===== src/ssid_pkg.sv =====
`timescale 1ns / 1ps
`default_nettype none

package ssid_pkg;

  localparam logic [1:0] CMD_INSERT = 2'd0;
  localparam logic [1:0] CMD_DELETE = 2'd1;
  localparam logic [1:0] CMD_READ   = 2'd2;

  localparam logic [2:0] ST_OK         = 3'd0;
  localparam logic [2:0] ST_DUPLICATE  = 3'd1;
  localparam logic [2:0] ST_DELETED    = 3'd2;
  localparam logic [2:0] ST_NOT_FOUND  = 3'd3;
  localparam logic [2:0] ST_FULL       = 3'd4;
  localparam logic [2:0] ST_READ_RANGE = 3'd5;

  localparam int READ_SLOTS = 16;

  typedef struct packed {
    logic [1:0]         cmd;
    logic signed [31:0] value;
    logic [3:0]         position;
  } ssid_req_t;

  typedef struct packed {
    logic [2:0]         status;
    logic [4:0]         count;
    logic signed [31:0] read_value;
  } ssid_rsp_t;

  // Control broadcast to every cell of the chain.
  typedef struct packed {
    logic               compare;
    logic               insert;
    logic               remove;
    logic signed [31:0] value;
  } ssid_cell_ctl_t;

endpackage

`default_nettype wire


===== src/ssid_cell.sv =====
`timescale 1ns / 1ps
`default_nettype none

// One slot of the sorted chain. It compares its entry against the broadcast
// value, then either keeps its entry or takes the new value or a neighbor's.
module ssid_cell (
  input  wire logic                    clk,
  input  wire ssid_pkg::ssid_cell_ctl_t ctl,
  input  wire logic                    occ,
  input  wire logic signed [31:0]      left_entry,
  input  wire logic                    left_lt,
  input  wire logic signed [31:0]      right_entry,
  output logic signed [31:0]           entry,
  output logic                         lt,
  output logic                         eq
);

  always_ff @(posedge clk) begin
    if (ctl.compare) begin
      lt <= occ && (entry < ctl.value);
      eq <= occ && (entry == ctl.value);
    end
    if (ctl.insert) begin
      // Slots at or above the insert point move up by one place.
      if (!lt) begin
        entry <= left_lt ? ctl.value : left_entry;
      end
    end else if (ctl.remove) begin
      // Slots at or above the match move down by one place.
      if (!lt) begin
        entry <= right_entry;
      end
    end
  end

endmodule

`default_nettype wire


===== src/sorted_set_insert_delete_unit.sv =====
`timescale 1ns / 1ps
`default_nettype none

// A transaction is accepted when start is high while idle; the request is
// registered, the cell chain updates in the execute state, and the result is
// registered on rsp and strobed on done. Busy is high for the single cycle in
// which the cell chain updates, blocking new starts. Results cannot be stalled.
// Reset (rst, synchronous, active high) empties the set; entry contents are
// not cleared and are never visible until written.
module sorted_set_insert_delete_unit #(
  parameter int CAPACITY = 16
) (
  input  wire logic                clk,
  input  wire logic                rst,
  input  wire logic                start,
  output logic                     busy,
  input  wire ssid_pkg::ssid_req_t req,
  output logic                     done,
  output ssid_pkg::ssid_rsp_t      rsp
);

  localparam int CW = $clog2(CAPACITY + 1);

  localparam logic ST_IDLE = 1'b0;
  localparam logic ST_EXEC = 1'b1;

  logic                      state;
  logic [CW-1:0]             count;
  logic [CW-1:0]             count_next;
  ssid_pkg::ssid_req_t       req_q;
  ssid_pkg::ssid_cell_ctl_t  ctl;
  ssid_pkg::ssid_rsp_t       rsp_next;

  logic signed [31:0] entries [CAPACITY];
  logic [CAPACITY-1:0] lt_vec;
  logic [CAPACITY-1:0] eq_vec;
  logic signed [31:0]  rd_tab [ssid_pkg::READ_SLOTS];

  logic accept;
  logic found;
  logic full;
  logic pos_ok;

  assign accept = start && (state == ST_IDLE);
  assign busy   = (state == ST_EXEC);

  // Since the entries are sorted and distinct, at most one cell matches.
  assign found = |eq_vec;
  assign full  = (count == CW'(CAPACITY));

  // The compare happens in the accept cycle against the incoming value; the
  // shift happens in the execute cycle against the latched request.
  always_comb begin
    ctl.compare = accept;
    ctl.insert  = busy && (req_q.cmd == ssid_pkg::CMD_INSERT) && !found && !full;
    ctl.remove  = busy && (req_q.cmd == ssid_pkg::CMD_DELETE) && found;
    ctl.value   = accept ? req.value : req_q.value;
  end

  // The chain: each cell sees its neighbors' entries and its left neighbor's
  // less-than flag, which together locate the insert point without any
  // global search.
  for (genvar i = 0; i < CAPACITY; i++) begin : g_cell
    logic signed [31:0] left_e;
    logic               left_l;
    logic signed [31:0] right_e;

    if (i == 0) begin : g_first
      assign left_e = ctl.value;
      assign left_l = 1'b1;
    end else begin : g_mid
      assign left_e = entries[i-1];
      assign left_l = lt_vec[i-1];
    end

    if (i == CAPACITY - 1) begin : g_last
      assign right_e = entries[i];
    end else begin : g_inner
      assign right_e = entries[i+1];
    end

    ssid_cell u_cell (
      .clk         (clk),
      .ctl         (ctl),
      .occ         (CW'(i) < count),
      .left_entry  (left_e),
      .left_lt     (left_l),
      .right_entry (right_e),
      .entry       (entries[i]),
      .lt          (lt_vec[i]),
      .eq          (eq_vec[i])
    );
  end

  // Read port: the position field reaches only the first sixteen slots.
  for (genvar j = 0; j < ssid_pkg::READ_SLOTS; j++) begin : g_rd
    if (j < CAPACITY) begin : g_used
      assign rd_tab[j] = entries[j];
    end else begin : g_none
      assign rd_tab[j] = '0;
    end
  end

  assign pos_ok = (32'(req_q.position) < CAPACITY) &&
                  (32'(req_q.position) < 32'(count));

  // Result of the transaction in the execute cycle.
  always_comb begin
    count_next          = count;
    rsp_next.read_value = '0;
    rsp_next.status     = ssid_pkg::ST_OK;
    unique case (req_q.cmd)
      ssid_pkg::CMD_INSERT: begin
        if (found) begin
          rsp_next.status = ssid_pkg::ST_DUPLICATE;
        end else if (full) begin
          rsp_next.status = ssid_pkg::ST_FULL;
        end else begin
          rsp_next.status = ssid_pkg::ST_OK;
          count_next      = count + 1'b1;
        end
      end
      ssid_pkg::CMD_DELETE: begin
        if (found) begin
          rsp_next.status = ssid_pkg::ST_DELETED;
          count_next      = count - 1'b1;
        end else begin
          rsp_next.status = ssid_pkg::ST_NOT_FOUND;
        end
      end
      default: begin
        // Read, including the unused fourth command code.
        if (pos_ok) begin
          rsp_next.status     = ssid_pkg::ST_OK;
          rsp_next.read_value = rd_tab[req_q.position];
        end else begin
          rsp_next.status = ssid_pkg::ST_READ_RANGE;
        end
      end
    endcase
    // The reported count is the count after this transaction, taken to five bits.
    rsp_next.count = 5'(count_next);
  end

  always_ff @(posedge clk) begin
    if (rst) begin
      state <= ST_IDLE;
      count <= '0;
      done  <= 1'b0;
    end else begin
      done <= 1'b0;
      unique case (state)
        ST_IDLE: begin
          if (accept) begin
            state <= ST_EXEC;
          end
        end
        ST_EXEC: begin
          count <= count_next;
          done  <= 1'b1;
          state <= ST_IDLE;
        end
        default: begin
          state <= ST_IDLE;
        end
      endcase
    end
  end

  always_ff @(posedge clk) begin
    if (accept) begin
      req_q <= req;
    end
    if (busy) begin
      rsp <= rsp_next;
    end
  end

endmodule

`default_nettype wire


===== config.mk =====
export PLATFORM = sky130hd
export DESIGN_NAME = sorted_set_insert_delete_unit
export DESIGN_NICKNAME = d
export VERILOG_FILES = /design/src/ssid_pkg.sv /design/src/ssid_cell.sv /design/src/sorted_set_insert_delete_unit.sv
export SDC_FILE = /design/constraint.sdc
export NUM_CORES = 2
export LEC_CHECK = 0
export BUFFER_PORTS_ARGS = -buffer_cell sky130_fd_sc_hd__buf_2
export CORE_MARGIN = 2
export CORE_UTILIZATION = 45
export DETAILED_ROUTE_END_ITERATION = 10
export GPL_TIMING_DRIVEN = 0
export PLACE_DENSITY = 0.68
export SKIP_LAST_GASP = 1
export SYNTH_ARGS = -nofsm -noshare
export SYNTH_HDL_FRONTEND = slang
export SYNTH_SLANG_ARGS = --single-unit

===== constraint.sdc =====
create_clock -name clk -period 8.9 [get_ports clk]
set_clock_uncertainty 0.15 [all_clocks]
set_input_delay 1.78 -clock clk [delete_from_list [all_inputs] [get_ports clk]]
set_output_delay 1.78 -clock clk [all_outputs]
set_load 0.005 [all_outputs]

==> impl_metrics.py <==
metrics = {
    "clock_tree": {
        "cts-resized-gates": 0,
        "htreeDepth": 3,
        "root_buffer": "clkbuf_16",
        "ctsHoldBuffers": 0,
        "numCtsBuffers": 77,
        "clkSinkCount": 629,
        "clk_pin_slew_ns": 0.07,
        "clkLatencyLatePin_ns": 0.66,
        "cts_tree": "done",
        "post-cts-setup-buffers": 0,
        "cts_buffer_depth": 3,
    },
    "timing": {
        "slew_viol_final": 2,
        "worst_pin_slew_ns": 1.56,
        "finalHoldViolations": 0,
        "setup_viol": 0,
        "max_slew_margin_pct": -5.32,
        "max_freq_mhz": 152,
        "rsz0062_at_grt": "no",
        "fin_crit_ns": 6.60,
        "period_share_pct": 74.1,
    },
    "place": {
        "dpl_cell_area_sq_um": 47000,
        "gp_congestion": 1.02,
        "portBuffers": 82,
        "dp_hpwl_mm": 135,
        "dp.cells": 5934,
    },
    "yosys": {
        "synthTopCellsByCount": "989 x nand2_1, 986 x o21ai_0, 622 x edfxtp_1",
        "synthTopCellsByArea": "edfxtp_1 42%, ha_1 14%, o21ai_0 11%",
        "yosysMostFrequentCell": "nand2_1",
        "synth_seq_cells": 629,
        "syn_area_per_cell_sq_um": 9.80,
        "synth_edf_count": 622,
        "synthDistinctLibCells": 64,
        "yosysWarnings": 0,
        "synth_area_leader_cell": "edfxtp_1",
        "synth_cells": 4556,
        "syn_nets": 5099,
        "synthFlopType": "edfxtp_1",
        "syn_area_sq_um": 44700,
        "ys_async_sr_fraction_pct": 0,
        "synth_seq_area_share_pct": 42.1,
        "synth_top_area_share_pct": 41.8,
    },
    "finish": {
        "drive_gt1_share_pct": 10.3,
        "layout.cells.non_filler": 6078,
        "ff_latch_area_sq_um": 18800,
        "fin_area_sq_um": 49500,
        "multi_input_area_sq_um": 24600,
        "final_nets": 5269,
        "syn_to_final_growth_pct": 10.9,
        "fillCellCount": 8998,
    },
    "die": {
        "die_x_microns": 319,
        "die_h_microns": 319,
        "start_util_pct": 45.4,
        "placementRows": 115,
        "dieArea_sq_um": 102000,
        "io_pins": 83,
        "design.core.area_sq_um": 98400,
    },
    "routing": {
        "drt_iter0_markers": 6479,
        "drtAntennaViolNets": 0,
        "drcViolationCount": 0,
        "vias": 39300,
        "viasPerCell": 6.46,
        "drt_wl_total_mm": 167,
        "drtPass1Iterations": 6,
        "avgRoutedWirePerCell_microns": 27.5,
    },
    "critical_path": {
        "worstPathMaxFanout": 26,
        "r2r_cells": 13,
        "timing.critical_path.from": "busy",
        "critical_path_class": "flop to flop",
        "worst_setup_path_end_kind": "flop",
        "cp-start-kind": "flop",
        "arrival_ns": 6.89,
        "worst-endpoint-required_ns": 9.19,
        "crit_end": "g_cell[12].u_cell.lt",
        "r2r-end": "g_cell[12].u_cell.lt",
        "reg2reg_slack_ns": 2.30,
        "worstReg2RegStart": "busy",
    },
    "grt": {
        "grt_pass1_vias": 36900,
        "antenna_found_initial": 10,
        "grtUsageTotal_pct": 32.2,
        "use_met1_pct": 43.4,
        "busiest_layer": "met2",
        "gr-total-overflow": 0,
        "grt_pass1_wl_mm": 242,
        "grt.met2_usage_pct": 50.2,
        "grt_max_degree": 58,
        "grtUsageMet3_pct": 7.13,
    },
    "outcome": {
        "status": "finished, violations left",
        "violations": "max-capacitance violations, max-slew violations",
    },
    "min_path": {
        "hold_path_class": "flop to flop",
    },
    "power_and_ir_drop": {
        "p_leak_nw": 19.5,
        "peakVddDrop_mv": 0.116,
        "p_per_area_nw_per_um2": 160,
    },
    "job": {
        "cap_violations": 1,
    },
}
-- how the worst min path moves through the flow --
stage	startpoint	end	slack, ns	cells past startpoint
floorplan	g_cell[15].u_cell.entry[0]	g_cell[14].u_cell.entry[0]	0.39	2
global placement	g_cell[6].u_cell.entry[31]	g_cell[5].u_cell.entry[31]	0.44	2
detailed placement	g_cell[6].u_cell.entry[30]	g_cell[5].u_cell.entry[30]	0.46	2
CTS	g_cell[6].u_cell.entry[31]	g_cell[5].u_cell.entry[31]	0.47	2
global route	g_cell[4].u_cell.entry[11]	g_cell[3].u_cell.entry[11]	0.50	2
finish	g_cell[6].u_cell.entry[30]	g_cell[5].u_cell.entry[30]	0.48	2
-- registers in the layout (all words and copies together), names as in the netlist --
signal / cells
req_q: 38
rsp: 40
count: 5
done: 1
g_cell.u_cell.entry: 512
g_cell.u_cell.eq: 16
g_cell.u_cell.lt: 16
busy: 1
-- report_power, final --
group | leakage, nW | internal, W | total (W) | switching [W]
registers | 5.75 | 0.00329 | 0.00335 | 0.0000529
logic | 12.5 | 0.000452 | 0.00129 | 0.000838
clock network | 1.23 | 0.00190 | 0.00328 | 0.00138
-- kinds of logic (layout without fill, tap and decap cells) --
group / after synthesis / count (layout) / share of synthesized area [%]
xor+xnor: 23 / 23 / 0.451
buf+inv: 346 / 580 / 3.10
simple gates: 1428 / 1428 / 13.5
fa+ha+maj: 515 / 515 / 14.4
mux: 196 / 196 / 8.88
compound gates: 1419 / 1419 / 17.6
other cells: 0 / 1 / 0
flops: 629 / 629 / 42.1
-- through the flow --
step / TNS [ns] / power, W / hold slack [ns] / utilization [%] / worst slack [ns]
floorplan: 0 / 0.00420 / 0.390 / - / 3.12
finish: 0 / 0.00792 / 0.484 / 50.3 / 2.30
global route: 0 / 0.00815 / 0.501 / 50.3 / 2.22
detailed placement: 0 / 0.00465 / 0.459 / 47.7 / 1.33
global placement: -0.0000542 / 0.00461 / 0.441 / 47.4 / -0.0000542
CTS: 0 / 0.00788 / 0.471 / 50.3 / 1.99
-- layer usage --
layer	share of wire, %	wire (microns)
met1	38	63900
met2	45	74300
met5	0.014	23
met3	13	21400
met4	4.3	7180
-- layout make-up --
cell class,count,area share (%)
antenna,1,0.00505
buffer,297,2.51
clock buffer,98,4.22
clock inverter,45,0.889
inverter,49,0.376
multi-input combinational,3581,49.6
sequential,629,38.0
tap,1287,3.25
timing repair buffer,91,1.13
-- worst max-delay path: stages (launching register included) --
cell and delay [ns]:
dfxtp_2 0.84, buf_12 0.30, nand2b_1 0.13, buf_4 0.22, buf_2 0.34, mux2i_1 0.96, clkbuf_2 0.73, ha_1 0.35
nand4_1 0.28, nor4_1 0.86, nand3_1 0.23, o311ai_0 0.39, or4_1 0.18, mux2i_1 0.35
-- layout by cell type (no fill, tap or decap), types with 48 or more instances in the layout --
master	n
inv_1	48
a21oi_1	163
o21ai_0	986
nor2_1	127
nand3_1	56
clkbuf_1	206
nand4_1	94
buf_2	151
ha_1	502
mux4_2	160
clkbuf_16	80
a21o_1	114
nand2_1	989
edfxtp_1	622
Power figures use the tool's default switching activity.
